===== src/hw/rtl/utf8v_pkg.sv =====
`timescale 1ns / 1ps

package utf8v_pkg;

    // Verdict codes, also the sticky first-error latch
    typedef enum logic [1:0] {
        ERR_NONE      = 2'd0,
        ERR_ENCODING  = 2'd1,
        ERR_FORBIDDEN = 2'd2,
        ERR_TRUNCATED = 2'd3
    } t_err;

    // Range rule for the first continuation byte after a lead byte
    typedef enum logic [2:0] {
        RULE_NONE = 3'd0,  // 80..BF
        RULE_E0   = 3'd1,  // A0..BF, no overlong 3-byte forms
        RULE_ED   = 3'd2,  // 80..9F, no surrogates
        RULE_F0   = 3'd3,  // 90..BF, no overlong 4-byte forms
        RULE_F4   = 3'd4,  // 80..8F, nothing above U+10FFFF
        RULE_C2   = 3'd5   // 80..9F after C2 is a C1 control
    } t_rule;

    localparam int          DATA_W      = 8;
    localparam int          PEND_W      = 2;

    localparam logic [7:0]  B_NUL       = 8'h00;
    localparam logic [7:0]  B_C0_MAX    = 8'h1f;
    localparam logic [7:0]  B_DEL       = 8'h7f;
    localparam logic [7:0]  B_LEAD2_MIN = 8'hc2;
    localparam logic [7:0]  B_LEAD2_MAX = 8'hdf;
    localparam logic [7:0]  B_LEAD3_MIN = 8'he0;
    localparam logic [7:0]  B_LEAD3_MAX = 8'hef;
    localparam logic [7:0]  B_LEAD_ED   = 8'hed;
    localparam logic [7:0]  B_LEAD4_MIN = 8'hf0;
    localparam logic [7:0]  B_LEAD4_MAX = 8'hf4;
    localparam logic [7:0]  B_CONT_MASK = 8'hc0;
    localparam logic [7:0]  B_CONT_TAG  = 8'h80;
    localparam logic [7:0]  B_C1_MAX    = 8'h9f;
    localparam logic [7:0]  B_E0_MIN    = 8'ha0;
    localparam logic [7:0]  B_F0_MIN    = 8'h90;

endpackage


===== src/hw/rtl/utf8_stream_validator.sv =====
`timescale 1ns / 1ps

// Channel   Dir  tdata (low bit up)                tuser (low bit up)           tlast
// s_axis    in   [7:0] data_byte                   [0] has_byte,                last
//                                                  [1] strict_ctrl
// m_axis    out  [0] valid_res, [2:1] error_kind,  -                            -
//                [7:3] zero
//
// One item per cycle. The byte check and state update are a single level of
// logic between the scan state registers and the output register.
// A verdict appears on m_axis the cycle after the item with tlast is taken.
// i_rst_n (sync, active low) clears the scan state and the output valid.
// While a verdict is held and m_axis_tready is low, every input item stalls;
// s_axis_tready = !m_axis_tvalid || m_axis_tready.

module utf8_stream_validator
    import utf8v_pkg::*;
(
    input  logic        i_clk,
    input  logic        i_rst_n,
    input  logic        s_axis_tvalid,
    output logic        s_axis_tready,
    input  logic [7:0]  s_axis_tdata,   // [7:0] data_byte
    input  logic        s_axis_tlast,   // last
    input  logic [1:0]  s_axis_tuser,   // [0] has_byte, [1] strict_ctrl
    output logic        m_axis_tvalid,
    input  logic        m_axis_tready,
    output logic [7:0]  m_axis_tdata    // [0] valid_res, [2:1] error_kind, [7:3] zero
);

    // scan state
    logic [PEND_W-1:0] r_pend, n_pend;
    t_rule             r_rule, n_rule;
    t_err              r_first, n_first;

    // output register
    logic              r_out_valid;
    t_err              r_out_err;

    logic              w_acc;
    logic [DATA_W-1:0] w_byte;
    logic              w_has;
    logic              w_rc;
    t_err              w_err;
    t_err              w_verdict;

    assign w_byte = s_axis_tdata;
    assign w_has  = s_axis_tuser[0];
    assign w_rc   = s_axis_tuser[1];

    assign s_axis_tready = !r_out_valid || m_axis_tready;
    assign w_acc         = s_axis_tvalid && s_axis_tready;

    always_comb begin
        n_pend = r_pend;
        n_rule = r_rule;
        w_err  = ERR_NONE;
        if (w_has) begin
            if (r_pend == '0) begin
                // expecting a lead byte or ASCII
                if (w_byte <= B_DEL) begin
                    if (w_byte == B_NUL) begin
                        w_err = ERR_FORBIDDEN;
                    end else if (w_rc && (w_byte <= B_C0_MAX || w_byte == B_DEL)) begin
                        w_err = ERR_FORBIDDEN;
                    end
                end else if (w_byte >= B_LEAD2_MIN && w_byte <= B_LEAD2_MAX) begin
                    n_pend = PEND_W'(1);
                    n_rule = (w_byte == B_LEAD2_MIN) ? RULE_C2 : RULE_NONE;
                end else if (w_byte >= B_LEAD3_MIN && w_byte <= B_LEAD3_MAX) begin
                    n_pend = PEND_W'(2);
                    n_rule = (w_byte == B_LEAD3_MIN) ? RULE_E0 :
                             (w_byte == B_LEAD_ED)   ? RULE_ED : RULE_NONE;
                end else if (w_byte >= B_LEAD4_MIN && w_byte <= B_LEAD4_MAX) begin
                    n_pend = PEND_W'(3);
                    n_rule = (w_byte == B_LEAD4_MIN) ? RULE_F0 :
                             (w_byte == B_LEAD4_MAX) ? RULE_F4 : RULE_NONE;
                end else begin
                    w_err = ERR_ENCODING;
                end
            end else begin
                // expecting a continuation byte
                n_rule = RULE_NONE;
                if ((w_byte & B_CONT_MASK) != B_CONT_TAG) begin
                    // not taken as a new lead byte; sequence is dropped
                    n_pend = '0;
                    w_err  = ERR_ENCODING;
                end else begin
                    n_pend = r_pend - PEND_W'(1);
                    unique case (r_rule)
                        RULE_E0: if (w_byte <  B_E0_MIN) w_err = ERR_ENCODING;
                        RULE_ED: if (w_byte >= B_E0_MIN) w_err = ERR_ENCODING;
                        RULE_F0: if (w_byte <  B_F0_MIN) w_err = ERR_ENCODING;
                        RULE_F4: if (w_byte >= B_F0_MIN) w_err = ERR_ENCODING;
                        RULE_C2: if (w_rc && w_byte <= B_C1_MAX) w_err = ERR_FORBIDDEN;
                        default: w_err = ERR_NONE;
                    endcase
                end
            end
        end
        // first error wins
        n_first   = (r_first == ERR_NONE) ? w_err : r_first;
        w_verdict = (n_first == ERR_NONE && n_pend != '0) ? ERR_TRUNCATED : n_first;
    end

    always_ff @(posedge i_clk) begin
        if (!i_rst_n) begin
            r_pend  <= '0;
            r_rule  <= RULE_NONE;
            r_first <= ERR_NONE;
        end else if (w_acc) begin
            if (s_axis_tlast) begin
                r_pend  <= '0;
                r_rule  <= RULE_NONE;
                r_first <= ERR_NONE;
            end else begin
                r_pend  <= n_pend;
                r_rule  <= n_rule;
                r_first <= n_first;
            end
        end
    end

    always_ff @(posedge i_clk) begin
        if (!i_rst_n) begin
            r_out_valid <= 1'b0;
        end else if (w_acc && s_axis_tlast) begin
            r_out_valid <= 1'b1;
        end else if (m_axis_tready) begin
            r_out_valid <= 1'b0;
        end
    end

    always_ff @(posedge i_clk) begin
        if (w_acc && s_axis_tlast) begin
            r_out_err <= w_verdict;
        end
    end

    assign m_axis_tvalid = r_out_valid;
    assign m_axis_tdata  = {5'b0, r_out_err, (r_out_err == ERR_NONE)};

`ifndef ASSERT_OFF
    // no range rule survives once the sequence is closed
    a_rule_idle: assert property (@(posedge i_clk) disable iff (!i_rst_n)
        r_pend == '0 |-> r_rule == RULE_NONE)
        else $error("range rule set with no pending continuation");

    // end of string clears the scan state
    a_clear_on_last: assert property (@(posedge i_clk) disable iff (!i_rst_n)
        w_acc && s_axis_tlast |=> r_pend == '0 && r_first == ERR_NONE)
        else $error("scan state not cleared after end of string");

    // an error, once latched, holds until the end of the string
    a_sticky_err: assert property (@(posedge i_clk) disable iff (!i_rst_n)
        w_acc && !s_axis_tlast && r_first != ERR_NONE |=> r_first == $past(r_first))
        else $error("latched error changed inside a string");

    // an item without a byte and without last leaves the state alone
    a_empty_item: assert property (@(posedge i_clk) disable iff (!i_rst_n)
        w_acc && !s_axis_tlast && !w_has |=> $stable(r_pend) && $stable(r_first))
        else $error("item without byte changed the scan state");

    // a verdict only follows an accepted tlast item
    a_verdict_src: assert property (@(posedge i_clk) disable iff (!i_rst_n)
        $rose(r_out_valid) |-> $past(w_acc && s_axis_tlast))
        else $error("verdict without a terminating item");
`endif

endmodule

===== config.mk =====
export PLATFORM = sky130hd
export DESIGN_NAME = utf8_stream_validator
export DESIGN_NICKNAME = d
export VERILOG_FILES = /design/src/hw/rtl/utf8v_pkg.sv /design/src/hw/rtl/utf8_stream_validator.sv
export SDC_FILE = /design/constraint.sdc
export NUM_CORES = 1
export LEC_CHECK = 0
export ABC_CLOCK_PERIOD_IN_PS = 2200
export BUFFER_PORTS_ARGS = -buffer_cell sky130_fd_sc_hd__clkbuf_2
export CAP_MARGIN = 20
export CORE_AREA = 2 2 51 62
export CTS_CLUSTER_DIAMETER = 120
export CTS_CLUSTER_SIZE = 12
export DETAILED_ROUTE_END_ITERATION = 16
export DIE_AREA = 0 0 53 64
export MAX_ROUTING_LAYER = met4
export SLEW_MARGIN = 5
export SYNTH_ARGS = -nofsm -noshare
export SYNTH_HDL_FRONTEND = slang
export SYNTH_SLANG_ARGS = --single-unit

===== constraint.sdc =====
create_clock -name i_clk -period 2.2 [get_ports i_clk]
set_clock_uncertainty 0.15 [all_clocks]
set_input_delay 0.44 -clock i_clk [delete_from_list [all_inputs] [get_ports i_clk]]
set_output_delay 0.44 -clock i_clk [all_outputs]
set_load 0.05 [all_outputs]

Yosys cells after proc, flatten, opt, wreduce, memory -nomap -nowiden
Index checks and enable logic that the tools add are counted.
{"block": "totals", "ff_bits": 10, "output_inout_bits": 10, "elab_cells": 92}
{"block": "op_classes", "n_addsub": 1, "order_cmp": 13, "eq_ne": 14, "mux": 39, "n_reduce_logical": 20}
{"op": "equality test 8 bit (second input constant)", "n": 5}
{"op": ">= comparator 8 bit (second input constant)", "n": 5}
{"op": "2-to-1 mux 2 bit", "n": 19}
{"op": "<= comparator 8 bit (second input constant)", "n": 4}
{"op": "2-to-1 mux 3 bit", "n": 10}
{"op": "< comparator 8 bit (second input constant)", "n": 2}
{"op": "case mux 2 bit (5 select lines)", "n": 1}
{"op": "2-to-1 mux 1 bit", "n": 9}
{"op": "equality test 8 x 7 -> 1 bit (second input constant)", "n": 1}
{"op": "<= comparator 8 x 5 -> 1 bit (second input constant)", "n": 1}
{"op": "<= comparator 8 x 7 -> 1 bit (second input constant)", "n": 1}
{"op": "logical AND 1 bit", "n": 8}
{"op": "zero test 2 bit", "n": 4}
{"op": "zero test 8 bit", "n": 1}
{"op": "equality test 3 x 2 -> 1 bit (second input constant)", "n": 2}
{"op": "equality test 3 bit (second input constant)", "n": 2}
{"op": "nonzero test 2 bit", "n": 3}
{"op": "inequality test 5 x 2 -> 1 bit (second input constant)", "n": 1}
{"op": "AND reduction 4 bit", "n": 1}
{"op": "equality test 3 x 1 -> 1 bit (second input constant)", "n": 1}
{"op": "inequality test 3 bit (second input constant)", "n": 1}
{"op": "logical OR 1 bit", "n": 2}
{"op": "inequality test 2 bit (second input constant)", "n": 1}
{"op": "subtractor 2 x 1 -> 2 bit (second input constant)", "n": 1}
{"op": "zero test 1 bit", "n": 1}

Depth between registers and ports, before layout
Gate-level depths: netlist (run 1).
{"block": "depth", "depth_word": 11, "depth_mapped": 8, "ltp_nobuf": 7}

Least setup slack after synthesis (run 1)
OpenSTA, ideal clock, no wires.
{"block": "synth_timing", "path_kind": "input to register", "start": "input port s_axis_tdata[1]", "end": "register r_out_err[1] (data pin)", "setup_ps": 261, "arrival_time_ps": 1591, "t_required_ps": 1789, "slack_ps": 198, "cell_stages": 6, "path_cell_list": "buf_4 -> nor4_1 -> nor2_1 -> a2111o_1 -> a21oi_1 -> o21bai_1"}
{"block": "synth_between", "elab_chain_len": 11, "word_cells_on_any_way": 46, "cone_classes": "order compare: 13; eq/ne: 1; mux: 22; reduce/logical: 10"}
{"item": "start, declared", "line_no": "utf8_stream_validator.sv:23", "source": "input logic [7:0] s_axis_tdata,"}
{"item": ">= comparator 8 bit, or another cell as far along", "line_no": "utf8_stream_validator.sv:74", "source": "end else if (w_byte >= B_LEAD4_MIN && w_byte <= B_LEAD4_MAX) begin"}
{"item": "logical AND 1 bit / logical OR 1 bit (equally long branches)", "line_no": "utf8_stream_validator.sv:74, utf8_stream_validator.sv:64"}
{"item": "2-to-1 mux 1 bit / logical AND 1 bit (equally long branches)", "line_no": "utf8_stream_validator.sv:74, utf8_stream_validator.sv:64"}
{"item": "2-to-1 mux 1 bit / 2-to-1 mux 2 bit (equally long branches)", "line_no": "utf8_stream_validator.sv:70, utf8_stream_validator.sv:64"}
{"item": "2-to-1 mux 1 bit / 2-to-1 mux 2 bit (equally long branches)", "line_no": "utf8_stream_validator.sv:67, utf8_stream_validator.sv:62"}
{"item": "2-to-1 mux 2 bit", "line_no": "utf8_stream_validator.sv:61", "source": "if (w_byte <= B_DEL) begin"}
{"item": "2-to-1 mux 2 bit", "line_no": "utf8_stream_validator.sv:59", "source": "if (r_pend == '0) begin"}
{"item": "2-to-1 mux 2 bit", "line_no": "utf8_stream_validator.sv:58", "source": "if (w_has) begin"}
{"item": "2-to-1 mux 2 bit", "line_no": "utf8_stream_validator.sv:102", "source": "n_first = (r_first == ERR_NONE) ? w_err : r_first;"}
{"item": "zero test 2 bit", "line_no": "utf8_stream_validator.sv:103", "source": "w_verdict = (n_first == ERR_NONE && n_pend != '0) ? ERR_TRUNCATED : n_first;"}
{"item": "logical AND 1 bit", "line_no": "utf8_stream_validator.sv:103"}
{"item": "end signal, assigned", "line_no": "utf8_stream_validator.sv:136", "source": "r_out_err <= w_verdict;"}
{"item": "end, declared", "line_no": "utf8_stream_validator.sv:38", "source": "t_err r_out_err;"}
Parallel ways exist; a longest one is shown, timed or not.
A chain may end at the register's enable or synchronous reset.

Worst setup path in the final report (run 1)
{"block": "layout_timing", "start": "register r_pend[1]", "end": "register r_out_err[0] (data pin)"}
{"block": "layout_between", "elab_chain_len": 8, "word_cells_on_any_way": 15, "cone_classes": "add/sub: 1; mux: 10; reduce/logical: 4"}
{"item": "start, declared", "line_no": "utf8_stream_validator.sv:32", "source": "logic [PEND_W-1:0] r_pend, n_pend;"}
{"item": "start signal, assigned", "line_no": "utf8_stream_validator.sv:117", "source": "r_pend <= n_pend;"}
{"item": "2-to-1 mux 2 bit", "line_no": "utf8_stream_validator.sv:74"}
{"item": "2-to-1 mux 2 bit", "line_no": "utf8_stream_validator.sv:70", "source": "end else if (w_byte >= B_LEAD3_MIN && w_byte <= B_LEAD3_MAX) begin"}
{"item": "2-to-1 mux 2 bit", "line_no": "utf8_stream_validator.sv:67", "source": "end else if (w_byte >= B_LEAD2_MIN && w_byte <= B_LEAD2_MAX) begin"}
{"item": "2-to-1 mux 2 bit", "line_no": "utf8_stream_validator.sv:61"}
{"item": "2-to-1 mux 2 bit", "line_no": "utf8_stream_validator.sv:59"}
{"item": "2-to-1 mux 2 bit", "line_no": "utf8_stream_validator.sv:58"}
{"item": "nonzero test 2 bit", "line_no": "utf8_stream_validator.sv:103"}
{"item": "logical AND 1 bit", "line_no": "utf8_stream_validator.sv:103"}
Parallel ways exist; a longest one is shown, timed or not.

==> results.txt, run 1 <==
Yosys reg bits - 10
Sequential cell area - 220 sq um
Antenna Nets Post-Route - 0
Largest delay share family, worst path - simple AND/OR/NAND/NOR gates
Antenna violations before repair - 0
CP arrival - 1.85 ns
Total Neg Setup Slack - 0 ns
RSZ-0062 raised after global routing - false
Final net count - 158
Final max-slew violation count - 0
Layout overhead on the synthesized area - 13.7%
Crit-path cells - inv_1 > ha_1 > nor3b_1 > nand2b_1 > nor4_1 > nor3_2 > o21bai_1
Final hold violations - 0
P per Cell Area - 445 nW/um^2
Ratio of cells with drive above 1 in the final layout - 22.7%
Multi-input gate area - 609 sq um
Root buffer cell - clkbuf_4
Die Height - 64 microns
Peak supply drop - 215 uV
CP Capture Type - flop
Hold-fix buffers, CTS - 0
Die width - 53 microns
Wl on met1 - 971 microns
CP max stage cell - nor3b_1
Vias/cell - 5.33
IO Port Bufs - 19
CTS Buffer Depth - 2
Postcts setup bufs - 0
Relative slew slack - 68.1%
Asr flop ratio synth - 0%
Starting Density - 34.1%
Final worst hold slack - 0.290 ns
Post-cts sizing count - 0
Filler Cell Count - 308
CP required - 2.08 ns
P_leak - 0.000428 uW
Final worst setup slack - 0.223 ns
Number of synthesized flops with an enable pin - 2
Min-Delay Path Class - in -> reg
Clock slew at reported path FFs - 0.07 ns
Clk sinks - 10
Synthesized instance count - 124
Critical Path Max Stage Delay - 0.38 ns
GPL Wtd Cong - 0.814
Gr usage total - 15.3%
Die area - 3390 sq um
Max-Cap Viols - 0
Avg WL per Cell - 12.4 microns
Most common cell in the synthesized netlist - nand2_1
Drt drc - 0
Number of global-route vias before repair - 837
# H-tree levels - 1
Ports - 25
Initial DRC count - 12
Setup crit start kind - flop
Inserted Diodes - 0
Uppermost layer routed - met4
Global-route wire length before repair - 3730 microns
Tcrit/Tclk final - 89.9%
Fin cells - 175
Final min period - 1.98 ns
Finish-stage setup viols - 0
Via count - 933
DRT Wirelength - 2170 microns
CTS Buf Count - 3
Ranking of synthesized cells by area - dfxtp_1, edfxtp_1, buf_4, mux2i_1, nand2_1
Peak Freq - 506 MHz
Dominant cell type by area after synthesis - dfxtp_1
Worst-margin pin slew - 0.466 ns
Hpwl dp - 1740 microns
Met2 WL - 1050 microns
Yosys cell types - 44
Synthesized area per cell - 7.58 sq um
Synth top area share - 17.0%
CTS tree - done
Synth warn - 0
Sequential element share of the synthesized area - 23.4%
Bufs and invs on worst path - 1
Worst Path Max Fanout - 3
Met3 Wirelength - 105 microns
DRT Pass-1 Iters - 6
Mapped cell area - 940 sq um
Total power - 475 uW
Main synth FF type - dfxtp_1
Core area - 2760 sq um
Outcome - completed
Largest net degree at the start of global routing - 11
Clock latency on the worst-skew pair - 0.27 ns
Gr ovfl total - 0
Cell row count - 21
Placed cells - 171
Most instantiated cells after synthesis - nand2_1, dfxtp_1, inv_1, nor2_1, buf_4
Setup WS pre-CTS - -0.0111 ns
Setup CP Type - reg -> reg
## metrics by stage
stage	util (%)	instance area, sq um
5_1_grt	38.7	1070
2_1_floorplan	-	955
6_report	38.7	1070
3_5_place_dp	37.8	1040
4_1_cts	38.7	1070
3_3_place_gp	37.8	1040
## layout make-up
cell class	instances	area share, %
multi-input combinational	94	57.0
sequential	10	20.6
timing repair buffer	25	13.1
tap	34	3.98
inverter	8	2.81
clock buffer	3	2.11
clock inverter	1	0.351
## final timing paths
check / from / end / slack [ns] / cells past startpoint
setup / recovery: r_pend[1] / r_out_err[0] / 0.22 / 7
hold / removal: s_axis_tvalid / m_axis_tvalid / 0.29 / 3
setup reg to reg: r_pend[1] / r_out_err[0] / 0.22 / 7
hold reg to reg: r_rule[1] / r_rule[1] / 0.34 / 2
## flip-flops by register name (all words and copies together) (netlist names)
register / flops
r_rule: 3
m_axis_tvalid: 1
r_first: 2
r_pend: 2
r_out_err: 2
## where the power goes
group / internal [uW] / switching (uW)
registers: 193 / 2.83
logic: 46.7 / 100
clock network: 65.7 / 67.0
total: 305 / 170
## layer usage
| layer | track usage [%] | vias up |
|---|---|---|
| li1 | - | 479 |
| met1 | 17.4 | 430 |
| met2 | 25.0 | 19 |
| met3 | 3.50 | 5 |
| met4 | 6.73 | 0 |
| met5 | - | - |
## logic make-up after synthesis
kind of cell / Yosys count / synth area share, %
simple gates: 49 / 30.2
other cells: 1 / 0.399
flops: 10 / 23.4
buf+inv: 24 / 13.3
fa+ha+maj: 1 / 1.33
mux: 4 / 4.26
compound gates: 35 / 27.0
## cell usage in the layout, fill, tap and decap left out, drive strengths merged, types with 4 or more instances in the layout
cell    netlist  routed
nand2        10      10
o21ai         6       6
dfxtp         8       8
inv           8       8
nor2          8       8
nor2b         4       4
clkbuf        5      22
mux2i         4       4
a21oi         5       5
conb          1       5
nor3          5       5
buf          11       6
nand2b        5       5
## worst register-to-register path: cells and delay by family (launching register included)
family	cells	cell delay (ns)
AND/OR/NAND/NOR	4	0.82
flip-flops	1	0.35
adder cells (fa/ha/maj)	1	0.19
AO/OA/AOI/OAI	1	0.16
buffers and inverters	1	0.05
Note: power is estimated with default switching activity, not from simulation.
==> run 2, diff against run 1 <==
==> constraint.sdc (replaced) <==
create_clock -name i_clk -period 2.2 [get_ports i_clk]
set_clock_uncertainty 0.15 [all_clocks]
set_input_delay 0 -clock i_clk [delete_from_list [all_inputs] [get_ports i_clk]]
set_output_delay 0 -clock i_clk [all_outputs]
set_load 0.05 [all_outputs]
==> results.txt, run 2 (synthesis results as in run 1) <==
Fin cells - 174
Root buffer cell - clkbuf_4
Worst setup startpoint - r_pend[0]
Seq pwr share - 41.6%
CTS tree - done
Max-Cap Viols - 0
Clock latency on the worst-skew pair - 0.26 ns
GPL Wtd Cong - 0.860
Layout overhead on the synthesized area - 14.5%
CTS Buffer Depth - 2
Core area - 2760 sq um
Postcts setup bufs - 0
Hpwl dp - 1680 microns
Global-route wire length before repair - 3710 microns
# H-tree levels - 1
CP arrival - 1.84 ns
CTS Buf Count - 3
Peak Freq - 507 MHz
R2R Setup Slk - 0.23 ns
Cell internal pwr - 309 uW
Tcrit/Tclk final - 89.7%
Outcome - completed
Min-Delay Path Class - in -> reg
Final hold violations - 0
RSZ-0062 raised after global routing - false
Reg2reg start - r_pend[0]
Gr usage total - 14.3%
Peak supply drop - 364 uV
CP required - 2.07 ns
Filler Cell Count - 299
Die area - 3390 sq um
Placed cells - 166
DRT Wirelength - 2160 microns
Leading cell type in the layout, fill and taps excluded - clkbuf_2
Hold Crit Start - s_axis_tlast
Inserted Diodes - 0
Drt drc - 0
Power share of the combinational group - 31.0%
CP Capture Type - flop
Final net count - 157
Final min period - 1.97 ns
Antenna Nets Post-Route - 0
Total Neg Setup Slack - 0 ns
Die width - 53 microns
Via count - 938
Finish-stage setup viols - 0
Final max-slew violation count - 0
Setup CP Type - reg -> reg
Clk sinks - 10
Ratio of cells with drive above 1 in the final layout - 20.0%
Avg WL per Cell - 12.4 microns
IO Port Bufs - 19
Clock network power share - 27.4%
P per Cell Area - 439 nW/um^2
Die Height - 64 microns
Worst Path Max Fanout - 10
Sw frac - 34.5%
Vias/cell - 5.39
Starting Density - 34.1%
P_leak - 0.000422 uW
Cell row count - 21
Setup crit start kind - flop
Sw Pwr - 163 uW
Number of global-route vias before repair - 872
Ports - 25
Initial DRC count - 21
Clock slew at reported path FFs - 0.06 ns
Gr ovfl total - 0
Antenna violations before repair - 0
Top reg by flops - r_rule
Most frequent cells in the layout - clkbuf_2, nand2_1, inv_1, dfxtp_1, nor2_1
DRT Pass-1 Iters - 4
Largest register FFs - 3
Final Cell Area - 1080 sq um
Largest net degree at the start of global routing - 14
Post-placement cell area - 1000 sq um
## run 2: cell types whose count changed in the layout (fill, tap and decap cells not counted), sizes merged
cell         previous run  this run
clkbuf                 22        23
buf                     6         1
dlygate4sd3             0         4
clkinv                  1         0
## run 2: path summary, 6_finish.rpt
path | to | cells past startpoint
min | r_rule[1] | 4
max reg2reg | r_out_err[1] | 7
min reg2reg | r_rule[1] | 2
max | r_out_err[1] | 7
## run 2: power groups by stage
stage | registers (uW) | logic (uW) | clock network [uW]
5_1_grt | 197 | 161 | 146
3_3_place_gp | 200 | 138 | 0
3_5_place_dp | 200 | 139 | 0
6_report | 196 | 146 | 129
4_1_cts | 196 | 145 | 135
2_1_floorplan | 211 | 108 | 0
## run 2: what timing repair did
action,4_1_cts,5_1_grt
hold buffers,4,0
setup endpoints to repair,0,1
gates resized for setup,0,1
hold endpoints to repair,8,0
## run 2: critical path, cell delays in order, from the launching register on
cell,delay [ns]
dfxtp_1,0.36
inv_1,0.07
ha_1,0.19
buf_4,0.18
o211ai_1,0.09
a2111o_1,0.38
a21oi_1,0.22
o21bai_1,0.08
## run 2: area by class of cell
class / count / area (sq um) / share of cell area (%)
flip-flops and latches: 10 / 220 / 20.5
repair buffers: 24 / 143 / 13.3
inverters: 8 / 30.0 / 2.79
multi-input cells: 94 / 614 / 57.1
clock buffers: 4 / 26.3 / 2.44
well taps: 34 / 42.5 / 3.95
## run 2: per-stage QoR
step,utilization [%],setup WS [ns],hold slack (ns),total power (uW)
after global placement,36.4,0.252,0.118,338
final,39.0,0.227,0.0339,472
after detailed placement,36.4,0.159,0.138,340
after CTS,38.8,0.142,0.0272,476
after global routing,39.0,0.0929,0.0462,504
after floorplan,-,0.246,-0.00256,320
## run 2: metal layers
| layer | vias to the layer above | GRT usage (%) | wire length [microns] |
|---|---|---|---|
| met5 | - | - | 0 |
| met4 | 0 | 3.85 | 0 |
| met3 | 0 | 4.44 | 120 |
| met2 | 30 | 22.8 | 1040 |
| met1 | 430 | 17.2 | 1000 |
| li1 | 478 | - | - |
==> run 3, diff against run 2 <==
BUFFER_PORTS_ARGS = default   (was -buffer_cell sky130_fd_sc_hd__clkbuf_2)
CTS_BUF_LIST = sky130_fd_sc_hd__clkbuf_4 sky130_fd_sc_hd__clkbuf_8 sky130_fd_sc_hd__clkbuf_16   (was default)
DONT_BUFFER_PORTS = 1   (was default)
==> results.txt, run 3 (synthesis results as in run 1) <==
Postcts setup bufs - 0
Setup crit start kind - flop
CP arrival - 2.16 ns
Failing checks - negative hold slack
Largest delay share family, worst path - buffers and inverters
Largest register FFs - 3
CTS tree - done
Final max-slew violation count - 0
Total power - 464 uW
P per Cell Area - 409 nW/um^2
Initial DRC count - 23
Core area - 2760 sq um
Antenna violations before repair - 0
Clock slew at reported path FFs - 0.07 ns
Ports - 25
Final net count - 153
Gr usage total - 16.7%
CP Capture Type - flop
Crit-path cells - inv_1 > ha_1 > buf_4 > nand2_1 > nor3_4 > nand3_1 > dlygate4sd3_1 > mux2i_1
Global-route wire length before repair - 4310 microns
Sequential cell area - 220 sq um
DRT Pass-1 Iters - 4
Clk sinks - 10
Worst Path Max Fanout - 8
Min-Delay Path Class - in -> reg
Drt drc - 0
GPL Wtd Cong - 0.865
Hpwl dp - 1640 microns
Bufs and invs on worst path - 3
IO Port Bufs - 0
Setup CP Type - reg -> reg
Setup WS pre-CTS - 0.217 ns
Tcrit/Tclk final - 96.1%
Filler Cell Count - 274
Die width - 53 microns
Gr ovfl total - 0
Root buffer cell - clkbuf_4
Most frequent cells in the layout - dlygate4sd3_1, nand2_1, inv_1, dfxtp_1, nor2_1
P_leak - 0.000414 uW
Final hold violations - 1
Critical Path Max Stage Delay - 0.56 ns
Finish-stage setup viols - 0
Final min period - 2.11 ns
CP max stage cell - dlygate4sd3_1
Leading cell type in the layout, fill and taps excluded - dlygate4sd3_1
Peak supply drop - 272 uV
CP required - 2.24 ns
Vias/cell - 5.65
Layout overhead on the synthesized area - 20.8%
Final worst hold slack - -0.00335 ns
Ratio of cells with drive above 1 in the final layout - 9.56%
Antenna Nets Post-Route - 0
Largest net degree at the start of global routing - 11
Avg WL per Cell - 14.3 microns
Cell row count - 21
Final worst setup slack - 0.0863 ns
Peak Freq - 473 MHz
Clock latency on the worst-skew pair - 0.27 ns
Number of global-route vias before repair - 952
Inserted Diodes - 0
Outcome - complete, but fails checks
Max-Cap Viols - 0
Starting Density - 34.1%
CTS Buffer Depth - 2
Fin util - 41.1%
CTS Buf Count - 3
Via count - 961
Die area - 3390 sq um
Top reg by flops - r_rule
Multi-input gate area - 626 sq um
# H-tree levels - 1
DRT Wirelength - 2430 microns
Die Height - 64 microns
-- run 3: timing repair --
| item | CTS | global route |
|---|---|---|
| hold buffers | 16 | 0 |
| hold endpoints to repair | 10 | 0 |
| gates resized for setup | 0 | 3 |
| setup endpoints to repair | 0 | 2 |
-- run 3: routing by layer --
metal  vias up  track usage (%)  wire length, microns
met5         -                -                     0
met4         0             2.24                    22
met3         4             5.37                   162
met2        35             27.0                  1160
met1       453             20.7                  1090
li1        469                -                     -
-- run 3: per-stage QoR --
step                cells  instance area (sq um)  setup TNS (ns)
CTS                   170                   1120               0
finish                170                   1130               0
detailed placement    150                    932               0
global route          170                   1130         -0.0125
floorplan             128                    955               0
global placement      150                    932               0
-- run 3: final cells by class --
type / instances / share of cell area (%)
inverters: 8 / 2.65
clock inverters: 1 / 0.331
multi-input cells: 94 / 55.1
well taps: 34 / 3.75
clock buffers: 3 / 1.98
flip-flops and latches: 10 / 19.4
repair buffers: 20 / 16.8
-- run 3: worst paths after layout --
| check | from | to | slack [ns] | cells after the start |
|---|---|---|---|---|
| max | r_pend[0] | r_rule[1] | 0.09 | 8 |
| min reg2reg | r_rule[1] | r_rule[1] | 0.35 | 2 |
| max reg2reg | r_pend[0] | r_rule[1] | 0.09 | 8 |
| min | s_axis_tuser[0] | r_first[0] | -0.003 | 3 |
-- run 3: tightest hold or removal path, stage by stage --
cell	delay, ns
a31oi_1	0.18
nor3_2	0.07
o2111a_1	0.12
-- run 3: report_power, final --
part           total (uW)  switching (uW)  internal (uW)
clock                 131            65.7           65.6
sequential            204            11.5            193
combinational         129            77.1           51.6
total                 464             154            310
